### src/rtl/stwc_pkg.sv
// Package for the shock-triggered window capture block.
// Holds the sizing constants, the stored sample type, register indexes and state types.
// Depends on nothing; every other file in rtl imports it.
package stwc_pkg;

    // Depth of the capture window and width of one stored feature.
    localparam int WINDOW       = 64;
    localparam int FEAT_BITS    = 16;

    // Fixed widths of the ports.
    localparam int IO_BITS       = 16;
    localparam int MAG_BITS      = 16;
    localparam int CNT_BITS      = 8;
    localparam int CFG_ADDR_BITS = 2;
    localparam int CFG_DATA_BITS = 16;

    // Counter wide enough to hold WINDOW itself.
    localparam int WIN_CNT_BITS = $clog2(WINDOW + 1);

    // Reset values of the configuration registers.
    localparam logic [MAG_BITS-1:0] HIGH_THR_RESET = MAG_BITS'(512);   // 2.0 g in Q8.8
    localparam logic [MAG_BITS-1:0] LOW_THR_RESET  = MAG_BITS'(154);   // 0.6 g in Q8.8
    localparam logic [CNT_BITS-1:0] POST_RESET     = CNT_BITS'(50);
    localparam logic [CNT_BITS-1:0] COOL_RESET     = CNT_BITS'(50);

    typedef logic [FEAT_BITS-1:0] feat_t;

    typedef struct packed {
        feat_t pitch;
        feat_t roll;
        feat_t magnitude;
        feat_t gyro_x;
        feat_t gyro_y;
        feat_t gyro_z;
    } entry_t;

    typedef enum logic [CFG_ADDR_BITS-1:0] {
        CFG_HIGH_THR = 2'd0,
        CFG_LOW_THR  = 2'd1,
        CFG_POST     = 2'd2,
        CFG_COOL     = 2'd3
    } cfg_addr_t;

    typedef enum logic {
        TRG_IDLE    = 1'b0,
        TRG_CAPTURE = 1'b1
    } trg_state_t;

    typedef enum logic {
        RD_IDLE = 1'b0,
        RD_DUMP = 1'b1
    } rd_state_t;

endpackage

### src/rtl/stwc_cell.sv
// One cell of the sample chain: holds a single stored sample.
// Loads from its neighbour whenever the chain moves. Depends on stwc_pkg.
module stwc_cell (
    input  logic            aclk,
    input  logic            shift_en,
    input  stwc_pkg::entry_t d_in,
    output stwc_pkg::entry_t q_out
);
    import stwc_pkg::*;

    entry_t entry_reg;

    always_ff @(posedge aclk) begin
        if (shift_en) begin
            entry_reg <= d_in;
        end
    end

    assign q_out = entry_reg;

endmodule

### src/rtl/stwc_trigger.sv
// Trigger machine, fill count and configuration registers of the capture block.
// Decides, per accepted sample, whether a window dump starts. Depends on stwc_pkg.
module stwc_trigger (
    input  logic                                aclk,
    input  logic                                aresetn,
    input  logic                                accept,
    input  logic [stwc_pkg::MAG_BITS-1:0]       magnitude,
    input  logic                                cfg_we,
    input  logic [stwc_pkg::CFG_ADDR_BITS-1:0]  cfg_addr,
    input  logic [stwc_pkg::CFG_DATA_BITS-1:0]  cfg_wdata,
    output logic                                start_dump
);
    import stwc_pkg::*;

    trg_state_t              state_reg, state_next;
    logic [CNT_BITS-1:0]     post_reg, post_next;
    logic [CNT_BITS-1:0]     cool_reg, cool_next;
    logic [WIN_CNT_BITS-1:0] fill_reg, fill_next;
    logic [MAG_BITS-1:0]     high_thr_reg, low_thr_reg;
    logic [CNT_BITS-1:0]     post_load_reg, cool_load_reg;

    logic                    hit;
    logic                    capture_end;
    logic [CNT_BITS-1:0]     cool_mid;

    assign hit = (magnitude > high_thr_reg) || (magnitude < low_thr_reg);

    // Next state.
    always_comb begin
        state_next = state_reg;
        if (accept) begin
            unique case (state_reg)
                TRG_IDLE: begin
                    if (cool_reg == '0 && hit) begin
                        state_next = TRG_CAPTURE;
                    end
                end
                TRG_CAPTURE: begin
                    if (post_reg == '0) begin
                        state_next = TRG_IDLE;
                    end
                end
                default: state_next = TRG_IDLE;
            endcase
        end
    end

    // Counters and the dump request.
    always_comb begin
        fill_next   = fill_reg;
        post_next   = post_reg;
        cool_next   = cool_reg;
        capture_end = 1'b0;
        cool_mid    = cool_reg;
        start_dump  = 1'b0;
        if (accept) begin
            // The sample is stored before the machine looks at the fill level.
            if (fill_reg != WIN_CNT_BITS'(WINDOW)) begin
                fill_next = fill_reg + WIN_CNT_BITS'(1);
            end
            unique case (state_reg)
                TRG_IDLE: begin
                    if (cool_reg == '0 && hit) begin
                        post_next = post_load_reg;
                    end
                end
                TRG_CAPTURE: begin
                    if (post_reg != '0) begin
                        post_next = post_reg - CNT_BITS'(1);
                    end else begin
                        capture_end = 1'b1;
                    end
                end
                default: post_next = post_reg;
            endcase
            if (capture_end) begin
                cool_mid   = cool_load_reg;
                start_dump = (fill_next == WIN_CNT_BITS'(WINDOW));
            end
            // The cooldown also counts down in the step that loads it.
            cool_next = (cool_mid != '0) ? cool_mid - CNT_BITS'(1) : cool_mid;
        end
    end

    always_ff @(posedge aclk) begin
        if (!aresetn) begin
            state_reg <= TRG_IDLE;
            post_reg  <= '0;
            cool_reg  <= '0;
            fill_reg  <= '0;
        end else begin
            state_reg <= state_next;
            post_reg  <= post_next;
            cool_reg  <= cool_next;
            fill_reg  <= fill_next;
        end
    end

    always_ff @(posedge aclk) begin
        if (!aresetn) begin
            high_thr_reg  <= HIGH_THR_RESET;
            low_thr_reg   <= LOW_THR_RESET;
            post_load_reg <= POST_RESET;
            cool_load_reg <= COOL_RESET;
        end else if (cfg_we) begin
            unique case (cfg_addr_t'(cfg_addr))
                CFG_HIGH_THR: high_thr_reg  <= cfg_wdata[MAG_BITS-1:0];
                CFG_LOW_THR:  low_thr_reg   <= cfg_wdata[MAG_BITS-1:0];
                CFG_POST:     post_load_reg <= cfg_wdata[CNT_BITS-1:0];
                CFG_COOL:     cool_load_reg <= cfg_wdata[CNT_BITS-1:0];
                default:      high_thr_reg  <= high_thr_reg;
            endcase
        end
    end

    // The countdown is only ever nonzero while a capture is running.
    a_post_idle_zero: assert property (@(posedge aclk) disable iff (!aresetn)
        state_reg == TRG_IDLE |-> post_reg == '0)
        else $error("post-trigger countdown nonzero outside a capture");

endmodule

### src/rtl/stwc_readout.sv
// Dump sequencer and output register of the capture block.
// Rotates the sample chain once round, presenting its tail oldest-first. Depends on stwc_pkg.
module stwc_readout (
    input  logic                aclk,
    input  logic                aresetn,
    input  logic                start_dump,
    input  stwc_pkg::entry_t    tail,
    input  logic                m_ready,
    output logic                rotate,
    output logic                in_ready,
    output logic                m_valid,
    output stwc_pkg::entry_t    out_entry,
    output logic                m_last
);
    import stwc_pkg::*;

    rd_state_t               state_reg, state_next;
    logic [WIN_CNT_BITS-1:0] cnt_reg, cnt_next;
    logic                    valid_reg, valid_next;
    entry_t                  data_reg;
    logic                    last_reg;
    logic                    slot_free;
    logic                    is_last;

    assign slot_free = !valid_reg || m_ready;
    assign is_last   = (cnt_reg == WIN_CNT_BITS'(1));

    // Next state.
    always_comb begin
        state_next = state_reg;
        unique case (state_reg)
            RD_IDLE: begin
                if (start_dump) begin
                    state_next = RD_DUMP;
                end
            end
            RD_DUMP: begin
                if (slot_free && is_last) begin
                    state_next = RD_IDLE;
                end
            end
            default: state_next = RD_IDLE;
        endcase
    end

    // Outputs and datapath control.
    always_comb begin
        rotate     = 1'b0;
        in_ready   = 1'b0;
        cnt_next   = cnt_reg;
        valid_next = valid_reg && !m_ready;
        unique case (state_reg)
            RD_IDLE: begin
                in_ready = 1'b1;
                if (start_dump) begin
                    cnt_next = WIN_CNT_BITS'(WINDOW);
                end
            end
            RD_DUMP: begin
                if (slot_free) begin
                    rotate     = 1'b1;
                    valid_next = 1'b1;
                    cnt_next   = cnt_reg - WIN_CNT_BITS'(1);
                end
            end
            default: in_ready = 1'b0;
        endcase
    end

    always_ff @(posedge aclk) begin
        if (!aresetn) begin
            state_reg <= RD_IDLE;
            cnt_reg   <= '0;
            valid_reg <= 1'b0;
        end else begin
            state_reg <= state_next;
            cnt_reg   <= cnt_next;
            valid_reg <= valid_next;
        end
    end

    always_ff @(posedge aclk) begin
        if (rotate) begin
            data_reg <= tail;
            last_reg <= is_last;
        end
    end

    assign m_valid   = valid_reg;
    assign out_entry = data_reg;
    assign m_last    = last_reg;

    a_start_only_idle: assert property (@(posedge aclk) disable iff (!aresetn)
        start_dump |-> state_reg == RD_IDLE)
        else $error("dump requested while a dump is running");

    a_dump_count_live: assert property (@(posedge aclk) disable iff (!aresetn)
        state_reg == RD_DUMP |-> cnt_reg != '0)
        else $error("dump running with no entries left");

    a_last_ends_dump: assert property (@(posedge aclk) disable iff (!aresetn)
        (state_reg == RD_DUMP && rotate && is_last) |=> (state_reg == RD_IDLE && last_reg))
        else $error("dump did not end on its last entry");

endmodule

### src/rtl/shock_triggered_window_capture.sv
// Top level of the shock-triggered window capture block.
// Instantiates the sample chain cells, the trigger machine and the readout. Depends on stwc_pkg.
//
//  Channel   Direction  Handshake            Contents
//  s_        in         s_valid / s_ready    one six-feature motion sample
//  m_        out        m_valid / m_ready    one stored sample of a dump, with m_last_entry
//  cfg_      in         cfg_we               register write, index cfg_addr, data cfg_wdata
//
// Outside a dump one sample transfer is taken every clock cycle.
// A dump holds s_ready low while all WINDOW (64) stored samples are read out: the chain
// has a single read point at its tail, so one sample leaves per cycle unless m_ready stalls.
// Reset is synchronous on aresetn and clears the control state; the chain contents are
// left as they are and are never read before the window has been filled.
// The output register lets the last entry of a dump wait for m_ready while new samples
// are already taken.
module shock_triggered_window_capture (
    input  logic                                aclk,
    input  logic                                aresetn,

    input  logic                                s_valid,
    output logic                                s_ready,
    input  logic signed [stwc_pkg::IO_BITS-1:0] s_pitch_in,
    input  logic signed [stwc_pkg::IO_BITS-1:0] s_roll_in,
    input  logic        [stwc_pkg::IO_BITS-1:0] s_magnitude_in,
    input  logic signed [stwc_pkg::IO_BITS-1:0] s_gyro_x_in,
    input  logic signed [stwc_pkg::IO_BITS-1:0] s_gyro_y_in,
    input  logic signed [stwc_pkg::IO_BITS-1:0] s_gyro_z_in,

    output logic                                m_valid,
    input  logic                                m_ready,
    output logic signed [stwc_pkg::IO_BITS-1:0] m_pitch_out,
    output logic signed [stwc_pkg::IO_BITS-1:0] m_roll_out,
    output logic        [stwc_pkg::IO_BITS-1:0] m_magnitude_out,
    output logic signed [stwc_pkg::IO_BITS-1:0] m_gyro_x_out,
    output logic signed [stwc_pkg::IO_BITS-1:0] m_gyro_y_out,
    output logic signed [stwc_pkg::IO_BITS-1:0] m_gyro_z_out,
    output logic                                m_last_entry,

    input  logic                                cfg_we,
    input  logic [stwc_pkg::CFG_ADDR_BITS-1:0]  cfg_addr,
    input  logic [stwc_pkg::CFG_DATA_BITS-1:0]  cfg_wdata
);
    import stwc_pkg::*;

    logic   s_accept;
    logic   start_dump;
    logic   rotate;
    logic   shift_en;
    entry_t sample;
    entry_t head_d;
    entry_t out_entry;
    entry_t chain_q [WINDOW];

    assign s_accept = s_valid && s_ready;

    // Each feature keeps its low FEAT_BITS bits, as raw bits.
    assign sample.pitch     = FEAT_BITS'($unsigned(s_pitch_in));
    assign sample.roll      = FEAT_BITS'($unsigned(s_roll_in));
    assign sample.magnitude = FEAT_BITS'(s_magnitude_in);
    assign sample.gyro_x    = FEAT_BITS'($unsigned(s_gyro_x_in));
    assign sample.gyro_y    = FEAT_BITS'($unsigned(s_gyro_y_in));
    assign sample.gyro_z    = FEAT_BITS'($unsigned(s_gyro_z_in));

    // Cell 0 holds the newest sample and the last cell the oldest. A new sample pushes the
    // chain along by one; during a dump the tail is fed back into the head, so after
    // WINDOW rotations every cell holds what it held before the dump began.
    assign shift_en = s_accept || rotate;
    assign head_d   = rotate ? chain_q[WINDOW-1] : sample;

    for (genvar i = 0; i < WINDOW; i++) begin : g_chain
        if (i == 0) begin : g_head
            stwc_cell u_cell (
                .aclk     (aclk),
                .shift_en (shift_en),
                .d_in     (head_d),
                .q_out    (chain_q[i])
            );
        end else begin : g_body
            stwc_cell u_cell (
                .aclk     (aclk),
                .shift_en (shift_en),
                .d_in     (chain_q[i-1]),
                .q_out    (chain_q[i])
            );
        end
    end

    // Trigger machine: sees each accepted sample in the same cycle that it enters the chain.
    stwc_trigger u_trigger (
        .aclk       (aclk),
        .aresetn    (aresetn),
        .accept     (s_accept),
        .magnitude  (s_magnitude_in),
        .cfg_we     (cfg_we),
        .cfg_addr   (cfg_addr),
        .cfg_wdata  (cfg_wdata),
        .start_dump (start_dump)
    );

    // Readout: walks the chain once round and drives the result channel.
    stwc_readout u_readout (
        .aclk       (aclk),
        .aresetn    (aresetn),
        .start_dump (start_dump),
        .tail       (chain_q[WINDOW-1]),
        .m_ready    (m_ready),
        .rotate     (rotate),
        .in_ready   (s_ready),
        .m_valid    (m_valid),
        .out_entry  (out_entry),
        .m_last     (m_last_entry)
    );

    assign m_pitch_out     = IO_BITS'(out_entry.pitch);
    assign m_roll_out      = IO_BITS'(out_entry.roll);
    assign m_magnitude_out = IO_BITS'(out_entry.magnitude);
    assign m_gyro_x_out    = IO_BITS'(out_entry.gyro_x);
    assign m_gyro_y_out    = IO_BITS'(out_entry.gyro_y);
    assign m_gyro_z_out    = IO_BITS'(out_entry.gyro_z);

endmodule
### config.mk
export PLATFORM = sky130hd
export DESIGN_NAME = shock_triggered_window_capture
export DESIGN_NICKNAME = d
export VERILOG_FILES = /design/src/rtl/stwc_pkg.sv /design/src/rtl/stwc_cell.sv /design/src/rtl/stwc_trigger.sv /design/src/rtl/stwc_readout.sv /design/src/rtl/shock_triggered_window_capture.sv
export SDC_FILE = /design/constraint.sdc
export NUM_CORES = 2
export LEC_CHECK = 0
export BUFFER_PORTS_ARGS = -buffer_cell sky130_fd_sc_hd__buf_2
export CAP_MARGIN = 5
export CORE_MARGIN = 10
export CORE_UTILIZATION = 40
export CTS_BUF_LIST = sky130_fd_sc_hd__clkbuf_4
export DETAILED_ROUTE_END_ITERATION = 8
export GPL_TIMING_DRIVEN = 1
export PLACE_DENSITY_LB_ADDON = 0.3
export SLEW_MARGIN = 20
export SYNTH_ARGS = -nofsm -noshare
export SYNTH_HDL_FRONTEND = slang
export SYNTH_SLANG_ARGS = --single-unit
export TNS_END_PERCENT = 30
### constraint.sdc
create_clock -name aclk -period 220.2 [get_ports aclk]
set_clock_uncertainty 0.15 [all_clocks]
set_input_delay 33.03 -clock aclk [delete_from_list [all_inputs] [get_ports aclk]]
set_output_delay 33.03 -clock aclk [all_outputs]
set_load 0.005 [all_outputs]
==> metrics.md <==
| Metric | Value |
|---|---|
| Met1 WL | 124000 um |
| Setup CP Type | in2reg |
| Post-synth EDFFs | 6241 |
| Synth unique cells | 63 |
| Sw Ratio | around 21% |
| Dpl ws | around 180 ns |
| TritonCTS clock tree | done |
| Std-Cell Rows | 255 |
| Setup ws final | 180.39 ns |
| Clock Power Share | 38.9% |
| Via count | 72300 |
| First-pass GRT wire length | around 410000 um |
| Commonest non-fill, non-tap cell in the layout | edfxtp_1 |
| CP Launch Type | input port |
| Clock Path Buffers | 5 |
| Worst R2R Start | u_readout.state_reg |
| Top sig layer | met5 |
| Final min period | 39.81 ns |
| Die W | roughly 700 um |
| Net Sw Power | 492 uW |
| Async S/R FF share, synth | 0% |
| Finished Cell Area | 0.222 mm2 |
| Fmax | between 20 and 30 MHz |
| GPL Wtd Cong | 0.731 |
| # setup viols final | 0 |
| DR WL met2 | 107000 um |
| DP Area | 0.203 mm2 |
| Via density | roughly 4.4 |
| Sequential area share after synthesis | between 90% and 100% |
| Total power | roughly 2400 uW |
| Boundary Pins | 218 |
| Met3 WL | 15400 um |
| Max-cap violation count | 0 |
| Area of the multi-input gates | 0.00390 mm2 |
| Most used DFF post-synth | edfxtp_1 |
| Synth warn | 0 |
| Die H | 715 um |
| FF+latch area | 0.189 mm2 |
| Share of cells above drive strength 1 | about a quarter |
| Combinational power share | 2.0% |
| Syn avg cell area | 27.0 um2 |
| HP Class | reg2reg |
| Vias in the first global route | 75000 |
| Synth Cell Area | between 0.15 and 0.2 mm2 |
| CTS Buf Count | 1602 |
| Clk_lat worst skew | 1.64 ns |
| Initial Util | 40.1% |
| Post-Syn Instances | 7159 |
| CP endpoint kind | flip-flop |
| Total congestion overflow | 0 |
| Reg-to-reg endpoint | g_chain[21].g_body.u_cell.q_out[18] |
| Synth Register Bits | 6322 |
| Worst Tran Pin Value | 1.16 ns |
| Port Buffers | 217 |
| Seq pwr share | between 50 and 60% |
| Drt pass-1 iters | 5 |
| Max VDD drop | 0.00653 mV |
| Area Growth Syn to Fin | 14.8% |
| Final ANT Viol Nets | 0 |
| Commonest non-fill, non-tap cells in the layout | edfxtp_1 (6241), clkbuf_4 (2247), nand2_1 (411) |
| Status | complete, no violations |
| Power per cell area | roughly 11 mW/mm2 |
| Worst setup endpoint | g_chain[21].g_body.u_cell.q_out[18] |
| Core area | 0.482 mm2 |
| Antenna violations before repair | 16 |
| Max transition margin | 22.8% |
| Data arrival, critical path | roughly 41 ns |
| P_leak | slightly above 0.07 uW |
| Post-Syn Nets | around 7300 |
| Average wire per standard cell | 15.4 um |
| CTS HTree Levels | 7 |
| FF-to-FF path depth | 11 |
| Drt drc | 0 |
| Largest register FFs | 6048 |
| R2R Setup Slk | 211.22 ns |
| Gr usage total | between 10% and 20% |
| Setup_tns | 0 ns |
| Final critical-path share of the clock period | between 10% and 20% |
| Post-CTS sizing | 0 |
| Clock sink total | 6322 |
| Drt initial violations | 5949 |
| Fin. max-slew vios | 0 |
| Internal Power | 1870 uW |
| Filler cells | 39700 |
| Critical path launch point | s_valid |
| Root buffer cell | clkbuf_4 |
| Clk slew on worst S/H paths | 0.07 ns |
| Routed wire length | 254000 um |
| NumNets Final | 9152 |
| Post-cts hold buffer count | 0 |
| CP required | 221.30 ns |
| Post-CTS Setup Inserts | 0 |
| DIE AREA | 0.511 mm2 |
| Final Hold Violating Endpoints | 0 |
| Post-DP HPWL | 108000 um |
| RSZ-0062 raised after global routing | false |
| Largest net degree at the start of global routing | 217 |
| Crit path max fanout | 208 |
-- through the flow --
| stage | util [%] | hold WS, ns | std cells |
|---|---|---|---|
| detailed placement | 42.1 | 0.255 | 13800 |
| global placement | 42.1 | 0.250 | 13800 |
| CTS | 46.0 | 0.129 | 16500 |
| finish | 46.0 | 0.157 | 16500 |
| floorplan | - | 0.250 | 7159 |
| global route | 46.0 | 0.123 | 16500 |
-- how the worst min path moves through the flow --
stage	startpoint	end	slack, ns	depth (start not counted)
final	g_chain[4].g_body.u_cell.q_out[32]	g_chain[5].g_body.u_cell.q_out[32]	0.16	0
after global routing	g_chain[24].g_body.u_cell.q_out[85]	g_chain[25].g_body.u_cell.q_out[85]	0.12	0
after CTS	g_chain[45].g_body.u_cell.q_out[46]	g_chain[46].g_body.u_cell.q_out[46]	0.13	0
after detailed placement	g_chain[9].g_body.u_cell.q_out[47]	g_chain[10].g_body.u_cell.q_out[47]	0.25	0
after global placement	g_chain[60].g_body.u_cell.q_out[79]	g_chain[61].g_body.u_cell.q_out[79]	0.25	0
after floorplan	g_chain[9].g_body.u_cell.q_out[0]	g_chain[10].g_body.u_cell.q_out[0]	0.25	0
-- power groups by stage --
stage               registers [uW]  logic, uW  clock network, uW
floorplan                     1800       34.0                  0
global placement              1420       43.4                  0
detailed placement            1420       46.8                  0
CTS                           1400       46.5                967
global route                  1400       52.0               1030
finish                        1400       46.6                921
-- cells in the mapped netlist, types with 7 or more instances --
cell / count / area (um2)
nor2_1: 32 / 120
xnor2_1: 11 / 96.3
a21oi_1: 70 / 350
xor2_1: 7 / 61.3
nand2_1: 413 / 1550
inv_1: 41 / 154
clkbuf_1: 37 / 139
o21ai_0: 21 / 105
dfxtp_1: 81 / 1620
nand3_1: 18 / 90.1
nor3_1: 16 / 80.1
edfxtp_1: 6241 / 187000
ha_1: 39 / 488
nand4_1: 13 / 81.3
or3_1: 10 / 62.6
-- kinds of logic (layout without fill, tap and decap cells) --
family	Yosys count	after routing	share of synthesized area (%)
AOI/OAI and AO/OA	140	140	0.454
and+or+nand+nor	543	543	1.19
DFF	6322	6322	97.8
buffers and inverters	90	2961	0.182
muxes	7	7	0.0369
other	0	28	0
adders and majority gates	39	39	0.252
xor gates and xnor gates	18	18	0.0816
-- layer usage --
layer / vias up / global-route usage [%]
met4: 4 / 5.33
met3: 650 / 4.13
met2: 1909 / 12.7
met5: - / 0
met1: 36400 / 14.5
li1: 33400 / -
-- final cells by class --
cell class / instances / share of cell area [%]
antenna: 28 / 0.0316
sequential: 6322 / 85.2
inverter: 41 / 0.0728
tap: 6425 / 3.62
multi-input combinational: 747 / 1.76
timing repair buffer: 280 / 0.831
clock buffer: 2247 / 7.61
clock inverter: 393 / 0.850
-- worst max-delay path, cell delays in order --
cell and delay, ns:
buf_2 0.11, nand2_1 0.50, nand2_4 0.93, buf_12 0.66
buf_12 0.64, buf_4 0.85, buf_12 0.72, buf_4 0.87
buf_6 0.73, buf_4 0.61, buf_12 0.32
Power figures use the tool's default switching activity.
